`src/gcd_pkg.sv`:
```
// Shared types for the greatest common divisor block.
// Holds the controller state type and the command and status bundles
// that pass between the controller and the datapath. No dependencies.
package gcd_pkg;

  typedef enum logic [0:0] {
    ST_IDLE,
    ST_RUN
  } ctrl_state_t;

  // Commands from the controller to the datapath.
  typedef struct packed {
    logic load;     // take new operands from the input beat
    logic step;     // perform one binary GCD reduction step
    logic capture;  // write the finished result into the output register
  } gcd_cmd_t;

  // Status from the datapath to the controller.
  typedef struct packed {
    logic done;     // the current item has its final answer
  } gcd_status_t;

endpackage

```
`src/gcd_in_if.sv`:
```
// Input channel of the greatest common divisor block.
// Carries valid, ready and the two operands of one beat. No dependencies.
interface gcd_in_if #(
  parameter int VALUE_BITS = 31
);
  logic                  valid;
  logic                  ready;
  logic [VALUE_BITS-1:0] first_value;
  logic [VALUE_BITS-1:0] second_value;

  modport source (output valid, output first_value, output second_value, input ready);
  modport sink   (input valid, input first_value, input second_value, output ready);
endinterface

```
`src/gcd_out_if.sv`:
```
// Output channel of the greatest common divisor block.
// Carries valid, ready and the result of one beat. No dependencies.
interface gcd_out_if #(
  parameter int VALUE_BITS = 31
);
  logic                  valid;
  logic                  ready;
  logic [VALUE_BITS-1:0] divisor;
  logic                  invalid;

  modport source (output valid, output divisor, output invalid, input ready);
  modport sink   (input valid, input divisor, input invalid, output ready);
endinterface

```
`src/greatest_common_divisor_core.sv`:
```
// Greatest common divisor core. Each input beat carries two unsigned
// operands and produces exactly one output beat with their greatest common
// divisor; when either operand is zero the divisor is 0 and invalid is set.
// The core runs binary GCD on one item at a time: it loads the operands,
// then performs one reduction step per cycle in the step logic of the
// datapath, and the result is written to the output register once the
// operands meet and the output register is free. The output register lets
// a finished result wait for the sink while the next input beat is taken.
// Depends on gcd_pkg, gcd_in_if, gcd_out_if, gcd_ctrl and gcd_datapath.
module greatest_common_divisor_core #(
  parameter int VALUE_BITS = 31
) (
  input logic      clk,
  input logic      rst,
  gcd_in_if.sink   in_ch,
  gcd_out_if.source out_ch
);

  gcd_pkg::gcd_cmd_t    cmd;
  gcd_pkg::gcd_status_t status;

  // Controller: owns the handshakes and decides when the datapath loads,
  // steps and captures.
  gcd_ctrl u_ctrl (
    .clk       (clk),
    .rst       (rst),
    .in_valid  (in_ch.valid),
    .in_ready  (in_ch.ready),
    .out_valid (out_ch.valid),
    .out_ready (out_ch.ready),
    .status    (status),
    .cmd       (cmd)
  );

  // Datapath: operand registers, the reduction step and the result register.
  gcd_datapath #(
    .VALUE_BITS (VALUE_BITS)
  ) u_datapath (
    .clk          (clk),
    .cmd          (cmd),
    .first_value  (in_ch.first_value),
    .second_value (in_ch.second_value),
    .status       (status),
    .divisor      (out_ch.divisor),
    .invalid      (out_ch.invalid)
  );

  // A load only happens on an accepted input beat.
  assert property (@(posedge clk) disable iff (rst)
    cmd.load |-> (in_ch.valid && in_ch.ready))
    else $error("operand load without an accepted input beat");

  // A capture never overwrites a result that is still waiting.
  assert property (@(posedge clk) disable iff (rst)
    cmd.capture |-> (!out_ch.valid || out_ch.ready))
    else $error("result captured over a pending output beat");

  // No new input is taken while an item is being reduced.
  assert property (@(posedge clk) disable iff (rst)
    (cmd.step || cmd.capture) |-> !in_ch.ready)
    else $error("input ready while an item is in progress");

  // A valid result is never zero, and an invalid one always is.
  assert property (@(posedge clk) disable iff (rst)
    out_ch.valid |-> (out_ch.invalid == (out_ch.divisor == '0)))
    else $error("divisor and invalid flag disagree");

endmodule

```
`src/gcd_datapath.sv`:
```
// Datapath of the greatest common divisor block: operand registers,
// the binary GCD step logic and the output result register.
// Depends on gcd_pkg for the command and status bundles.
module gcd_datapath #(
  parameter int VALUE_BITS = 31
) (
  input  logic                  clk,
  input  gcd_pkg::gcd_cmd_t     cmd,
  input  logic [VALUE_BITS-1:0] first_value,
  input  logic [VALUE_BITS-1:0] second_value,
  output gcd_pkg::gcd_status_t  status,
  output logic [VALUE_BITS-1:0] divisor,
  output logic                  invalid
);

  localparam int SHIFT_BITS = $clog2(VALUE_BITS);

  logic [VALUE_BITS-1:0] a;
  logic [VALUE_BITS-1:0] b;
  logic [SHIFT_BITS-1:0] shift;
  logic                  zero;

  logic [VALUE_BITS-1:0] a_next;
  logic [VALUE_BITS-1:0] b_next;
  logic [SHIFT_BITS-1:0] shift_next;
  logic [VALUE_BITS-1:0] diff_ab;
  logic [VALUE_BITS-1:0] diff_ba;

  assign diff_ab = a - b;
  assign diff_ba = b - a;

  // One reduction step. Common factors of two are counted in shift and
  // restored when the result is captured.
  always_comb begin
    a_next     = a;
    b_next     = b;
    shift_next = shift;
    if (!a[0] && !b[0]) begin
      a_next     = a >> 1;
      b_next     = b >> 1;
      shift_next = shift + SHIFT_BITS'(1);
    end else if (!a[0]) begin
      a_next = a >> 1;
    end else if (!b[0]) begin
      b_next = b >> 1;
    end else if (a > b) begin
      a_next = diff_ab >> 1;
    end else begin
      b_next = diff_ba >> 1;
    end
  end

  assign status.done = zero || (a == b);

  always_ff @(posedge clk) begin
    if (cmd.load) begin
      a     <= first_value;
      b     <= second_value;
      shift <= '0;
      zero  <= (first_value == '0) || (second_value == '0);
    end else if (cmd.step) begin
      a     <= a_next;
      b     <= b_next;
      shift <= shift_next;
    end
  end

  always_ff @(posedge clk) begin
    if (cmd.capture) begin
      divisor <= zero ? '0 : (a << shift);
      invalid <= zero;
    end
  end

endmodule

```
`src/gcd_ctrl.sv`:
```
// Controller of the greatest common divisor block: sequences load,
// reduction steps and result capture, and tracks the output register.
// Depends on gcd_pkg for the state type and the command and status bundles.
module gcd_ctrl (
  input  logic                 clk,
  input  logic                 rst,
  input  logic                 in_valid,
  output logic                 in_ready,
  output logic                 out_valid,
  input  logic                 out_ready,
  input  gcd_pkg::gcd_status_t status,
  output gcd_pkg::gcd_cmd_t    cmd
);

  gcd_pkg::ctrl_state_t state;
  gcd_pkg::ctrl_state_t state_next;
  logic                 out_full;
  logic                 out_full_next;
  logic                 out_free;

  // The output register can take a new result if it is empty or its beat
  // leaves in this cycle.
  assign out_free = !out_full || out_ready;

  always_comb begin
    state_next = state;
    case (state)
      gcd_pkg::ST_IDLE: begin
        if (in_valid) state_next = gcd_pkg::ST_RUN;
      end
      gcd_pkg::ST_RUN: begin
        if (status.done && out_free) state_next = gcd_pkg::ST_IDLE;
      end
      default: state_next = gcd_pkg::ST_IDLE;
    endcase
  end

  always_comb begin
    in_ready    = 1'b0;
    cmd.load    = 1'b0;
    cmd.step    = 1'b0;
    cmd.capture = 1'b0;
    case (state)
      gcd_pkg::ST_IDLE: begin
        in_ready = 1'b1;
        cmd.load = in_valid;
      end
      gcd_pkg::ST_RUN: begin
        cmd.capture = status.done && out_free;
        cmd.step    = !status.done;
      end
      default: begin
        in_ready = 1'b0;
      end
    endcase
  end

  always_comb begin
    out_full_next = out_full;
    if (cmd.capture) begin
      out_full_next = 1'b1;
    end else if (out_ready) begin
      out_full_next = 1'b0;
    end
  end

  assign out_valid = out_full;

  always_ff @(posedge clk) begin
    if (rst) begin
      state    <= gcd_pkg::ST_IDLE;
      out_full <= 1'b0;
    end else begin
      state    <= state_next;
      out_full <= out_full_next;
    end
  end

endmodule
```
`src/flat_wrapper.sv`:
```
// flat-port wrapper written by rule: the top's interface ports become plain ports
module greatest_common_divisor_core_flat 
#(
  parameter int VALUE_BITS = 31
)
  (clk, rst, in_ch_valid, in_ch_first_value, in_ch_second_value, in_ch_ready, out_ch_valid, out_ch_divisor, out_ch_invalid, out_ch_ready);
  gcd_in_if #(.VALUE_BITS(VALUE_BITS)) in_ch_i ();
  gcd_out_if #(.VALUE_BITS(VALUE_BITS)) out_ch_i ();
  input logic clk;
  input logic rst;
  input wire logic [$bits(in_ch_i.valid)-1:0] in_ch_valid;
  input wire logic [$bits(in_ch_i.first_value)-1:0] in_ch_first_value;
  input wire logic [$bits(in_ch_i.second_value)-1:0] in_ch_second_value;
  output wire logic [$bits(in_ch_i.ready)-1:0] in_ch_ready;
  output wire logic [$bits(out_ch_i.valid)-1:0] out_ch_valid;
  output wire logic [$bits(out_ch_i.divisor)-1:0] out_ch_divisor;
  output wire logic [$bits(out_ch_i.invalid)-1:0] out_ch_invalid;
  input wire logic [$bits(out_ch_i.ready)-1:0] out_ch_ready;
  assign in_ch_i.valid = in_ch_valid;
  assign in_ch_i.first_value = in_ch_first_value;
  assign in_ch_i.second_value = in_ch_second_value;
  assign in_ch_ready = in_ch_i.ready;
  assign out_ch_valid = out_ch_i.valid;
  assign out_ch_divisor = out_ch_i.divisor;
  assign out_ch_invalid = out_ch_i.invalid;
  assign out_ch_i.ready = out_ch_ready;
  greatest_common_divisor_core #(.VALUE_BITS(VALUE_BITS)) u_core (.clk(clk), .rst(rst), .in_ch(in_ch_i), .out_ch(out_ch_i));
endmodule
```
`config.mk`:
```
export PLATFORM = sky130hd
export DESIGN_NAME = greatest_common_divisor_core_flat
export DESIGN_NICKNAME = d
export VERILOG_FILES = /design/src/gcd_pkg.sv /design/src/gcd_in_if.sv /design/src/gcd_out_if.sv /design/src/greatest_common_divisor_core.sv /design/src/gcd_datapath.sv /design/src/gcd_ctrl.sv /design/src/flat_wrapper.sv
export SDC_FILE = /design/constraint.sdc
export NUM_CORES = 1
export LEC_CHECK = 0
export BUFFER_PORTS_ARGS = -buffer_cell sky130_fd_sc_hd__buf_2
export CAP_MARGIN = 20
export CORE_MARGIN = 5
export CORE_UTILIZATION = 45
export DETAILED_ROUTE_END_ITERATION = 16
export PLACE_DENSITY = 0.73
export SLEW_MARGIN = 20
export SYNTH_ARGS = -nofsm -noshare
export SYNTH_HDL_FRONTEND = slang
export SYNTH_SLANG_ARGS = --single-unit
```
`constraint.sdc`:
```
create_clock -name clk -period 6 [get_ports clk]
set_clock_uncertainty 0.15 [all_clocks]
set_input_delay 1.5 -clock clk [delete_from_list [all_inputs] [get_ports clk]]
set_output_delay 1.5 -clock clk [all_outputs]
set_load 0.1 [all_outputs]
```
### Word level (Yosys, flattened, before mapping)

Cells that the tools add are included.

* bits in read-only memories: 0
* bits in writable memories: 0
* input bits: 66
* logic and storage cells: 58
* output and inout bits: 34
* flip-flop bits (word level): 102
* memories kept: 0
* bits in latches: 0

* multipliers: 0
* add/subtract/negate cells: 3
* bitwise operators: 1
* shifts and indexed selects: 1
* magnitude comparators: 1
* reductions and logical operators: 18
* eq/ne operators: 4
* div/mod/pow operators: 0
* mux-type cells: 20

Operators with widths (number)
* $mux 31: 12
* $logic_not 31->1: 2
* $sub 31x31->31: 2
* $eq 31x31->1: 1
* $gt 31x31->1: 1
* $shl 31x5->31: 1
* $ne 4x1->1 const B: 2
* $mux 1: 6
* $reduce_and 3->1: 2
* $add 5x1->5 const B: 1
* $logic_not 1->1: 4
* $ne 4x3->1 const B: 1
* $reduce_and 2->1: 2
* $reduce_bool 2->1: 2
* $logic_or 1x1->1: 3
* $reduce_bool 3->1: 1
* $logic_and 1x1->1: 2
* $mux 2: 1
* $pmux 1 s2: 1
* $not 1->1: 1

### Logic depth before layout (Yosys ltp)

Gate-level depths: netlist of run 1.

* depth in word-level cells: 7
* depth in mapped cells: 13
* mapped depth without buffers: 11

### Hierarchy

Synthesis of run 1 repeated with hierarchy kept, for this count alone.

* cells, all modules: 1178
* area total of the unflattened synthesis: 9858.2 sq um

Modules (own cells, without submodules)
* gcd_datapath: instances 1, area an instance 9753.1 sq um, seq. area each 2952.8 sq um, cells an instance 1166
* gcd_ctrl: instances 1, area an instance 105.1 sq um, seq. area each 40.0 sq um, cells an instance 12

### Least setup slack after synthesis of run 1

No wires, ideal clock.

* kind: register to register
* from: register u_core.u_datapath.a[12]
* to: register u_core.u_datapath.a[10] (enable)
* data required time: 5.391 ns
* clock period less this slack: 4.846 ns
* cell stages (with the launch flop): 12
* data arrival time: 4.237 ns
* slack: 1.154 ns
* path buffers: 1
* library setup time: 0.459 ns
* path through: edfxtp_1 inv_1 ha_1 buf_4 nand4_1 or3_4 nor4_4 nor2_1 or4b_4 a31oi_1 nor2_1 o21ai_0

* word-level cells in the longest chain between the ends: 6
* elaborated cells between the ends (all ways): 8
* classes of those cells: order compare (1); eq/ne (2); mux (1); reduce/logical (4)

RTL lines
* start: declaration: line gcd_datapath.sv:18 `logic [VALUE_BITS-1:0] a;`
* start signal: assignment: line gcd_datapath.sv:57 `a <= first_value;`
* start signal: assignment: line gcd_datapath.sv:62 `a <= a_next;`
* parallel branches: the longest is 5 deep, another holds $gt 31x31->1
* $reduce_and 3->1 (no source line) (*)

Mark *: on every way between the ends.
A chain may end at the register's enable or synchronous reset.

### Final worst setup path of run 1

* from: register u_core.u_datapath.a[26]
* to: register u_core.u_datapath.b[26] (enable)

* word-level cells in the longest chain between the ends: 6
* elaborated cells between the ends (all ways): 8
* classes of those cells: order compare (1); eq/ne (2); mux (1); reduce/logical (4)

RTL lines
* parallel branches: the longest is 5 deep, another holds $gt 31x31->1
* $reduce_and 3->1 (no source line) (*)
* end signal: assignment: line gcd_datapath.sv:58 `b <= second_value;`
* end signal: assignment: line gcd_datapath.sv:63 `b <= b_next;`
* end: declaration: line gcd_datapath.sv:19 `logic [VALUE_BITS-1:0] b;`

Marked as above.

==> flow_summary.yaml, run 1 <==
placed_design:
  io_buffers: 99
  dpl-instance-area_sq_mm: 0.0105
  gp_congestion: 0.986
  placed_cells: 1447
  preCtsSetupSlack_ps: 1870
  dp_hpwl_microns: 25100
grt:
  grt_pass1_wl_microns: 48500
  antenna_found_initial: 0
  grt_pass1_vias: 8715
  grtUsageTotal_pct: 24.7
  grt_max_degree: 36
  grt_overflow_total: 0
cts:
  htreeDepth: 3
  ctsHoldBuffers: 0
  clock_path_buffers: 2
  cts_resized: 0
  post-cts-setup-buffer-count: 0
  clk_pin_slew_worst_paths_ps: 80
  insertion_delay_ps: 360
  cts_tree: "done"
  cts_root_buf: "clkbuf_16"
  numCtsBuffers: 9
  cts_sinks: 102
logic_synthesis:
  ys_ff_latch: 102
  async_reset_ff_share_pct: 0
  synthCells: 1128
  synth_top_flop_cell: "edfxtp_1"
  synth_area_sq_mm: 0.00990
  synth_edf_count: 95
  ys_types: 77
  synth_warnings: 0
  synth_nets: 1260
  syn_avg_cell_area_sq_um: 8.78
  synth-seq-area-share_pct: 30.2
sta:
  max_freq_mhz: 240
  hold_viol_final: 0
  rsz0062_at_grt: "false"
  slew_viol_final: 0
  fin_ws_ps: 1830
  tightestPinTransition_ps: 939
  setup_viol: 0
  fin_hold_ws_ps: 345
  fin_tns_setup_ps: 0
  fin_crit_ps: 4170
  relSlewSlack_pct: 37.4
  finalCritPeriodShare_pct: 69.5
final_layout:
  mostFrequentLayoutCells: "145 x nor2_1, 105 x a21oi_1, 99 x buf_2"
  area_growth_pct: 8.51
  stdcell_area_sq_mm: 0.0107
  fin_util_pct: 49.4
  drive_gt1_share_pct: 18.3
  fin_nets: 1310
  diodes: 0
  fin_cells: 1463
  final_common_cell: "nor2_1"
power_and_ir_drop:
  p_comb_share_pct: 55.9
  swShare_pct: 47.2
  power_switching_mw: 1.76
  peakVddDrop_v: 0.000165
  power_per_cell_area_mw_per_mm2: 348
  p_seq_share_pct: 28.3
  p_clk_share_pct: 15.8
  total_power_mw: 3.74
  power.leakage_nw: 4.37
  internal_power_mw: 1.97
critical_path:
  critPathArrivalTime_ps: 4050
  critPathKind: "reg2reg"
  cp_max_fo: 30
  cp_data_required_time_ps: 5880
  worst_setup_path_start_kind: "flip-flop"
  end_kind: "flip-flop"
route:
  avgViaCountPerCell: 6.18
  drcViolationCount: 0
  ant_nets: 0
  wl_per_cell_microns: 21.3
  drt-pass1-iter-count: 5
  drt_iter0_drc: 800
  wirelength_microns: 31200
  vias: 9046
job:
  max_cap_violations: 0
worst_hold_path:
  hold_class: "reg2reg"
floorplanning:
  core_area_sq_mm: 0.0218
  num_rows: 54
  dieWidth_microns: 158
  die_h_microns: 158
  io_pins: 100
  start_util_pct: 45.5
  die_area_sq_mm: 0.0251
run_status:
  status: "completed"
## power by group through the flow
stage | logic (mW) | clock network [mW] | registers (mW)
3_5_place_dp | 2.03 | 0 | 1.07
3_3_place_gp | 2.05 | 0 | 1.06
5_1_grt | 2.27 | 0.622 | 1.07
6_report | 2.09 | 0.592 | 1.06
2_1_floorplan | 1.53 | 0 | 1.08
4_1_cts | 2.05 | 0.592 | 1.05
## cell type report
type                    instances  area [sq um]
clock buffers                  11           243
flip-flops and latches        102          2990
well taps                     280           350
clock inverters                 5          41.3
repair buffers                110           578
inverters                      85           319
multi-input cells             870          6220
fillers                      2104         11000
## layer usage
layer	track usage, %	wire length, microns
met2	38.6	14000
met3	3.15	2320
met1	35.5	13900
met5	0	0
met4	8.49	942
## critical path, cell delays in order (launching register included)
cell and delay, ps:
edfxtp_1 470, inv_1 140, ha_1 560, nand3_2 270, or4_4 570, nor4_4 220, a21oi_1 150, a21oi_2 190
and2_4 430, o21a_1 290, buf_4 360
## flip-flops by register name, summed over array words and instances, names as in the netlist
name                       count
u_core.u_ctrl.out_valid        1
u_core.u_ctrl.state            1
u_core.u_datapath.a           31
u_core.u_datapath.b           31
u_core.u_datapath.divisor     31
u_core.u_datapath.invalid      1
u_core.u_datapath.shift        5
u_core.u_datapath.zero         1
## worst paths after layout
path                           startpoint                      end  slack, ps  cells after the start
setup / recovery  u_core.u_datapath.a[26]  u_core.u_datapath.b[26]       1830                     10
hold reg to reg   u_core.u_ctrl.out_valid  u_core.u_ctrl.out_valid        340                      2
setup reg to reg  u_core.u_datapath.a[26]  u_core.u_datapath.b[26]       1830                     10
hold / removal    u_core.u_ctrl.out_valid  u_core.u_ctrl.out_valid        340                      2
## synth_stat cells (8+ instances only)
cell type,instances,area [sq um]
a22oi_1,14,105
a21oi_1,105,526
nand2b_1,8,50.1
inv_1,81,304
clkbuf_1,30,113
a221oi_2,18,270
nor3_1,17,85.1
nand2_1,79,297
edfxtp_1,95,2850
o21bai_1,11,82.6
mux2i_1,19,190
o22ai_1,10,62.6
o21a_1,10,75.1
mux4_2,25,563
nor2b_1,11,68.8
buf_2,16,80.1
nand3_1,21,105
nand4_1,17,106
nand3_2,9,90.1
nor2_1,146,548
a31oi_1,16,100
a211oi_1,17,128
buf_4,13,97.6
ha_1,64,801
o21ai_1,9,45.0
nor4_1,17,106
xor2_1,15,131
and2_1,10,62.6
xnor2_1,33,289
o21ai_0,44,220
a21o_1,21,158
a21oi_2,12,105
## cell families (layout without fill, tap and decap cells)
logic type | count (synthesis) | in the layout | synth area share (%)
and+or+nand+nor | 365 | 365 | 18.0
DFF | 102 | 102 | 30.2
AOI/OAI and AO/OA | 340 | 340 | 23.5
xor gates and xnor gates | 48 | 48 | 4.25
adders and majority gates | 66 | 66 | 8.49
muxes | 51 | 51 | 8.40
buffers and inverters | 156 | 211 | 7.08
Note: power is estimated with default switching activity, not from simulation.
==> run 2: changes to the inputs <==
--- a/config.mk
+++ b/config.mk
@@ -10,7 +10,7 @@
 export CORE_MARGIN = 5
 export CORE_UTILIZATION = 45
 export DETAILED_ROUTE_END_ITERATION = 16
-export PLACE_DENSITY = 0.73
+export PLACE_DENSITY = 0.75
 export SLEW_MARGIN = 20
 export SYNTH_ARGS = -nofsm -noshare
 export SYNTH_HDL_FRONTEND = slang
==> constraint.sdc (replaced) <==
create_clock -name clk -period 3.4 [get_ports clk]
set_clock_uncertainty 0.15 [all_clocks]
set_input_delay 0.85 -clock clk [delete_from_list [all_inputs] [get_ports clk]]
set_output_delay 0.85 -clock clk [all_outputs]
set_load 0.1 [all_outputs]
==> flow_summary.yaml, run 2 (synthesis gave the netlist of run 1 again) <==
critical_path:
  critPathKind: "reg2reg"
  cp_max_fo: 30
  end_kind: "flip-flop"
  r2r_start: "u_core.u_datapath.b[21]"
  crit_start: "u_core.u_datapath.b[21]"
  r2r_end: "u_core.u_datapath.b[22]"
  cpPeakStageDelay_ps: 530
  r2r_slack_ps: 100
  reg2reg_depth: 8
  worst_path_max_delay_cell: "o21ai_0"
  endpoint: "u_core.u_datapath.b[22]"
  critPathArrivalTime_ps: 3210
  worst_setup_path_start_kind: "flip-flop"
  crit_top_cell: "nand2_1"
  crit_chain: "ha_1 > nand2_1 > nor4_4 > a21oi_1 > nand2_1 > o21ai_0 > o21a_2 > buf_12"
  cp_data_required_time_ps: 3310
sta:
  tightestPinTransition_ps: 690
  setup_viol: 0
  hold_viol_final: 0
  fin_tns_setup_ps: 0
  finalCritPeriodShare_pct: 97.1
  fin_crit_ps: 3300
  relSlewSlack_pct: 53.8
  max_freq_mhz: 303
  slew_viol_final: 0
power_and_ir_drop:
  peakVddDrop_v: 0.000356
  internal_power_mw: 3.84
  power_switching_mw: 3.26
  swShare_pct: 45.9
  p_comb_share_pct: 60.5
  power_per_cell_area_mw_per_mm2: 607
  p_seq_share_pct: 24.6
  p_clk_share_pct: 14.9
  power.leakage_nw: 4.93
cts:
  insertion_delay_ps: 370
  numCtsBuffers: 9
  clk_pin_slew_worst_paths_ps: 80
  ctsHoldBuffers: 0
  cts_root_buf: "clkbuf_16"
  clock_path_buffers: 2
  htreeDepth: 3
  cts_tree: "done"
  cts_sinks: 102
route:
  vias: 9504
  wirelength_microns: 33000
  drt_iter0_drc: 1046
  drt-pass1-iter-count: 5
  drcViolationCount: 0
  wl_per_cell_microns: 20.9
  ant_nets: 0
  avgViaCountPerCell: 6.03
grt:
  grt_overflow_total: 0
  grt_pass1_wl_microns: 50600
  antenna_found_initial: 0
  grt_max_degree: 33
  grtUsageTotal_pct: 26.2
  grt_pass1_vias: 8944
placed_design:
  placed_cells: 1558
  gp_congestion: 0.994
  io_buffers: 99
  dp_hpwl_microns: 26800
floorplanning:
  num_rows: 54
  io_pins: 100
  die_h_microns: 158
  core_area_sq_mm: 0.0218
  die_area_sq_mm: 0.0251
  start_util_pct: 45.5
  dieWidth_microns: 158
final_layout:
  area_growth_pct: 18.0
  mostFrequentLayoutCells: "145 x nor2_1, 122 x buf_4, 104 x a21oi_1"
  final_common_cell: "nor2_1"
  drive_gt1_share_pct: 26.1
  reg_top3: "u_core.u_datapath.a: 31 flops, u_core.u_datapath.b: 31 flops, u_core.u_datapath.divisor: 31 flops"
  diodes: 0
  fin_nets: 1424
  fin_cells: 1577
worst_hold_path:
  hold_class: "reg2reg"
job:
  max_cap_violations: 0
run_status:
  status: "completed"
==> run 2: cell types whose count changed in the layout (fill, tap and decap cells not counted), sizes merged <==
cell,before,now
buf,110,224
clkbuf,11,10
clkinv,1,3
inv,88,87
==> run 2: critical path, delay by kind of cell, from the launching register on <==
family | cells | cell delay [ps]
AOI/OAI and AO/OA | 3 | 1200
adders and majority gates | 1 | 490
DFF | 1 | 500
and+or+nand+nor | 3 | 450
buffers and inverters | 1 | 200
==> run 2: timing repair <==
action,4_1_cts,5_1_grt
resized for setup,1,9
pin swaps,0,3
gates cloned,0,0
setup endpoints to repair,1,36
buffers inserted,0,3
==> run 2: layer usage <==
metal / wire (microns) / up-vias / track usage, %
li1: - / 4498 / -
met1: 15200 / 4520 / 40.1
met2: 14400 / 437 / 39.5
met3: 2620 / 49 / 2.31
met4: 830 / 0 / 7.88
met5: 0 / - / 0
==> run 2: worst min path at each step <==
stage / cells after the start / startpoint / to / slack [ps]
finish: 2 / u_core.u_ctrl.out_valid / u_core.u_ctrl.out_valid / 360
global route: 2 / u_core.u_ctrl.out_valid / u_core.u_ctrl.out_valid / 420
CTS: 2 / u_core.u_ctrl.out_valid / u_core.u_ctrl.out_valid / 370
detailed placement: 2 / u_core.u_ctrl.out_valid / u_core.u_ctrl.out_valid / 350
global placement: 2 / u_core.u_ctrl.out_valid / u_core.u_ctrl.out_valid / 330
floorplan: 2 / u_core.u_ctrl.state / u_core.u_ctrl.state / 350
==> run 2: final cells by class <==
class / count / area (sq um)
Clock buffer: 10 / 229
Clock inverter: 6 / 46.3
Fill cell: 2076 / 10100
Inverter: 85 / 319
Multi-Input combinational cell: 870 / 6280
Sequential cell: 102 / 2990
Tap cell: 280 / 350
Timing Repair Buffer: 224 / 1470
==> run 2: metrics by stage <==
step	worst slack (ps)	utilization (%)	hold slack (ps)	instance area [sq um]	total power, mW
2_1_floorplan	32.9	-	351	9920	4.60
3_3_place_gp	9.49	52.1	333	11300	5.85
3_5_place_dp	-24.2	52.1	353	11300	5.88
4_1_cts	14.5	53.4	366	11600	6.94
5_1_grt	-2.85	53.7	423	11700	7.49
6_report	97.5	53.7	357	11700	7.09
==> run 2: power by group through the flow <==
| stage | clock, mW | sequential (mW) | combinational (mW) |
|---|---|---|---|
| 6_report | 1.05 | 1.74 | 4.29 |
| 5_1_grt | 1.11 | 1.76 | 4.63 |
| 4_1_cts | 1.05 | 1.74 | 4.15 |
| 3_5_place_dp | 0 | 1.76 | 4.12 |
| 3_3_place_gp | 0 | 1.75 | 4.09 |
| 2_1_floorplan | 0 | 1.89 | 2.71 |
==> run 3: changes to the inputs <==
--- a/config.mk
+++ b/config.mk
@@ -10,7 +10,7 @@
 export CORE_MARGIN = 5
 export CORE_UTILIZATION = 45
 export DETAILED_ROUTE_END_ITERATION = 16
-export PLACE_DENSITY = 0.75
+export PLACE_DENSITY = 0.73
 export SLEW_MARGIN = 20
 export SYNTH_ARGS = -nofsm -noshare
 export SYNTH_HDL_FRONTEND = slang
==> constraint.sdc (replaced) <==
create_clock -name clk -period 3.2 [get_ports clk]
set_clock_uncertainty 0.15 [all_clocks]
set_input_delay 0.8 -clock clk [delete_from_list [all_inputs] [get_ports clk]]
set_output_delay 0.8 -clock clk [all_outputs]
set_load 0.1 [all_outputs]
==> flow_summary.yaml, run 3 (synthesis gave the netlist of run 1 again) <==
placed_design:
  gp_congestion: 1.03
  preCtsSetupSlack_ps: -225
  io_buffers: 99
  dp_hpwl_microns: 27300
  dpl-instance-area_sq_mm: 0.0118
  placed_cells: 1610
critical_path:
  r2r_start: "u_core.u_datapath.b[1]"
  cp_data_required_time_ps: 3120
  critPathKind: "reg2reg"
  r2r_slack_ps: -60
  r2r_end: "u_core.u_datapath.b[20]"
  end_kind: "flip-flop"
  cp_max_fo: 17
  reg2reg_depth: 9
  critPathArrivalTime_ps: 3180
  worst_setup_path_start_kind: "flip-flop"
sta:
  tightestPinTransition_ps: 767
  hold_viol_final: 0
  rsz0062_at_grt: "true"
  fin_crit_ps: 3260
  max_freq_mhz: 307
  fin_ws_ps: -59.2
  slew_viol_final: 0
  relSlewSlack_pct: 48.8
  finalCritPeriodShare_pct: 102
  setup_viol: 75
  fin_tns_setup_ps: -2260
cts:
  numCtsBuffers: 9
  insertion_delay_ps: 370
  cts_root_buf: "clkbuf_16"
  clock_path_buffers: 2
  cts_tree: "done"
  ctsHoldBuffers: 0
  cts_sinks: 102
  htreeDepth: 3
  clk_pin_slew_worst_paths_ps: 90
final_layout:
  final_common_cell: "buf_4"
  diodes: 0
  area_growth_pct: 26.3
  stdcell_area_sq_mm: 0.0125
  mostFrequentLayoutCells: "174 x buf_4, 144 x nor2_1, 102 x a21oi_1"
  fin_cells: 1640
  seq_area_sq_mm: 0.00299
  fin_util_pct: 57.5
  reg_top3: "u_core.u_datapath.a: 31 flops, u_core.u_datapath.b: 31 flops, u_core.u_datapath.divisor: 31 flops"
  fill_cells: 2000
  fin_nets: 1487
  drive_gt1_share_pct: 31.6
  multi_input_area_sq_mm: 0.00654
power_and_ir_drop:
  p_comb_share_pct: 63.3
  swShare_pct: 45.0
  power_per_cell_area_mw_per_mm2: 649
  peakVddDrop_v: 0.000275
  power.leakage_nw: 5.30
  internal_power_mw: 4.46
  p_clk_share_pct: 14.0
  power_switching_mw: 3.65
  p_seq_share_pct: 22.6
run_status:
  status: "complete, but fails checks"
  violations: "negative setup slack"
floorplanning:
  core_area_sq_mm: 0.0218
  dieWidth_microns: 158
  start_util_pct: 45.5
  io_pins: 100
  die_area_sq_mm: 0.0251
  die_h_microns: 158
  num_rows: 54
grt:
  busiest_layer: "met2"
  grt_overflow_total: 0
  grt_use_met3_pct: 4.84
  grt_max_degree: 37
  antenna_found_initial: 0
  grt_pass1_vias: 9209
  met1_usage_pct: 38.2
  grtUsageTotal_pct: 26.4
  grt_pass1_wl_microns: 51100
  use_met2_pct: 39.8
route:
  drt_iter0_drc: 1039
  wl_per_cell_microns: 20.8
  drt-pass1-iter-count: 7
  ant_nets: 0
  wirelength_microns: 34100
  vias: 9859
  avgViaCountPerCell: 6.01
  drcViolationCount: 0
worst_hold_path:
  holdPathStages: 2
  min-delay-start: "u_core.u_ctrl.out_valid"
  min_to: "u_core.u_ctrl.out_valid"
  hold_class: "reg2reg"
job:
  max_cap_violations: 0
## run 3: timing repair
action	CTS	global route
gates resized for setup	5	55
hold endpoints to repair	0	0
buffers inserted	0	11
pin swaps	2	26
setup endpoints to repair	13	146
gates cloned	0	3
## run 3: layer usage
layer	wire length (microns)	up-vias
met5	0	-
met4	1140	0
met3	3120	63
met2	15100	485
met1	14800	4677
li1	-	4634
## run 3: through the flow
step,total power [mW],hold slack (ps)
finish,8.12,344
global route,8.55,395
detailed placement,6.56,343
global placement,6.51,331
floorplan,4.89,351
CTS,7.73,354
## run 3: worst max-delay path: stages (launching register included)
cell	delay, ps
edfxtp_1	480
ha_4	320
nand4_1	120
or4_4	590
nor4_4	340
nor2_2	100
a21oi_4	230
and2_4	270
o21a_4	180
buf_12	160
## run 3: how the worst max path moves through the flow
stage,startpoint,endpoint,slack [ps]
6_report,u_core.u_datapath.b[1],u_core.u_datapath.b[20],-60
5_1_grt,u_core.u_datapath.a[9],u_core.u_datapath.b[16],-200
4_1_cts,u_core.u_datapath.a[0],u_core.u_datapath.b[27],-20
3_5_place_dp,u_core.u_datapath.b[0],u_core.u_datapath.b[27],-220
3_3_place_gp,u_core.u_datapath.a[13],u_core.u_datapath.b[27],-140
2_1_floorplan,u_core.u_datapath.a[12],u_core.u_datapath.a[10],0.05
## run 3: layout make-up
type                            instances  area share, %
Clock buffer                            9           1.80
Clock inverter                          7          0.520
Inverter                               85           2.55
Multi-Input combinational cell        871           52.3
Sequential cell                       102           23.9
Tap cell                              280           2.80
Timing Repair Buffer                  286           16.1
## run 3: power by group through the flow
stage	combinational (mW)	clock [mW]	sequential, mW
3_3_place_gp	4.67	0	1.84
3_5_place_dp	4.70	0	1.85
2_1_floorplan	2.88	0	2.01
6_report	5.14	1.14	1.84
5_1_grt	5.51	1.19	1.86
4_1_cts	4.76	1.15	1.82
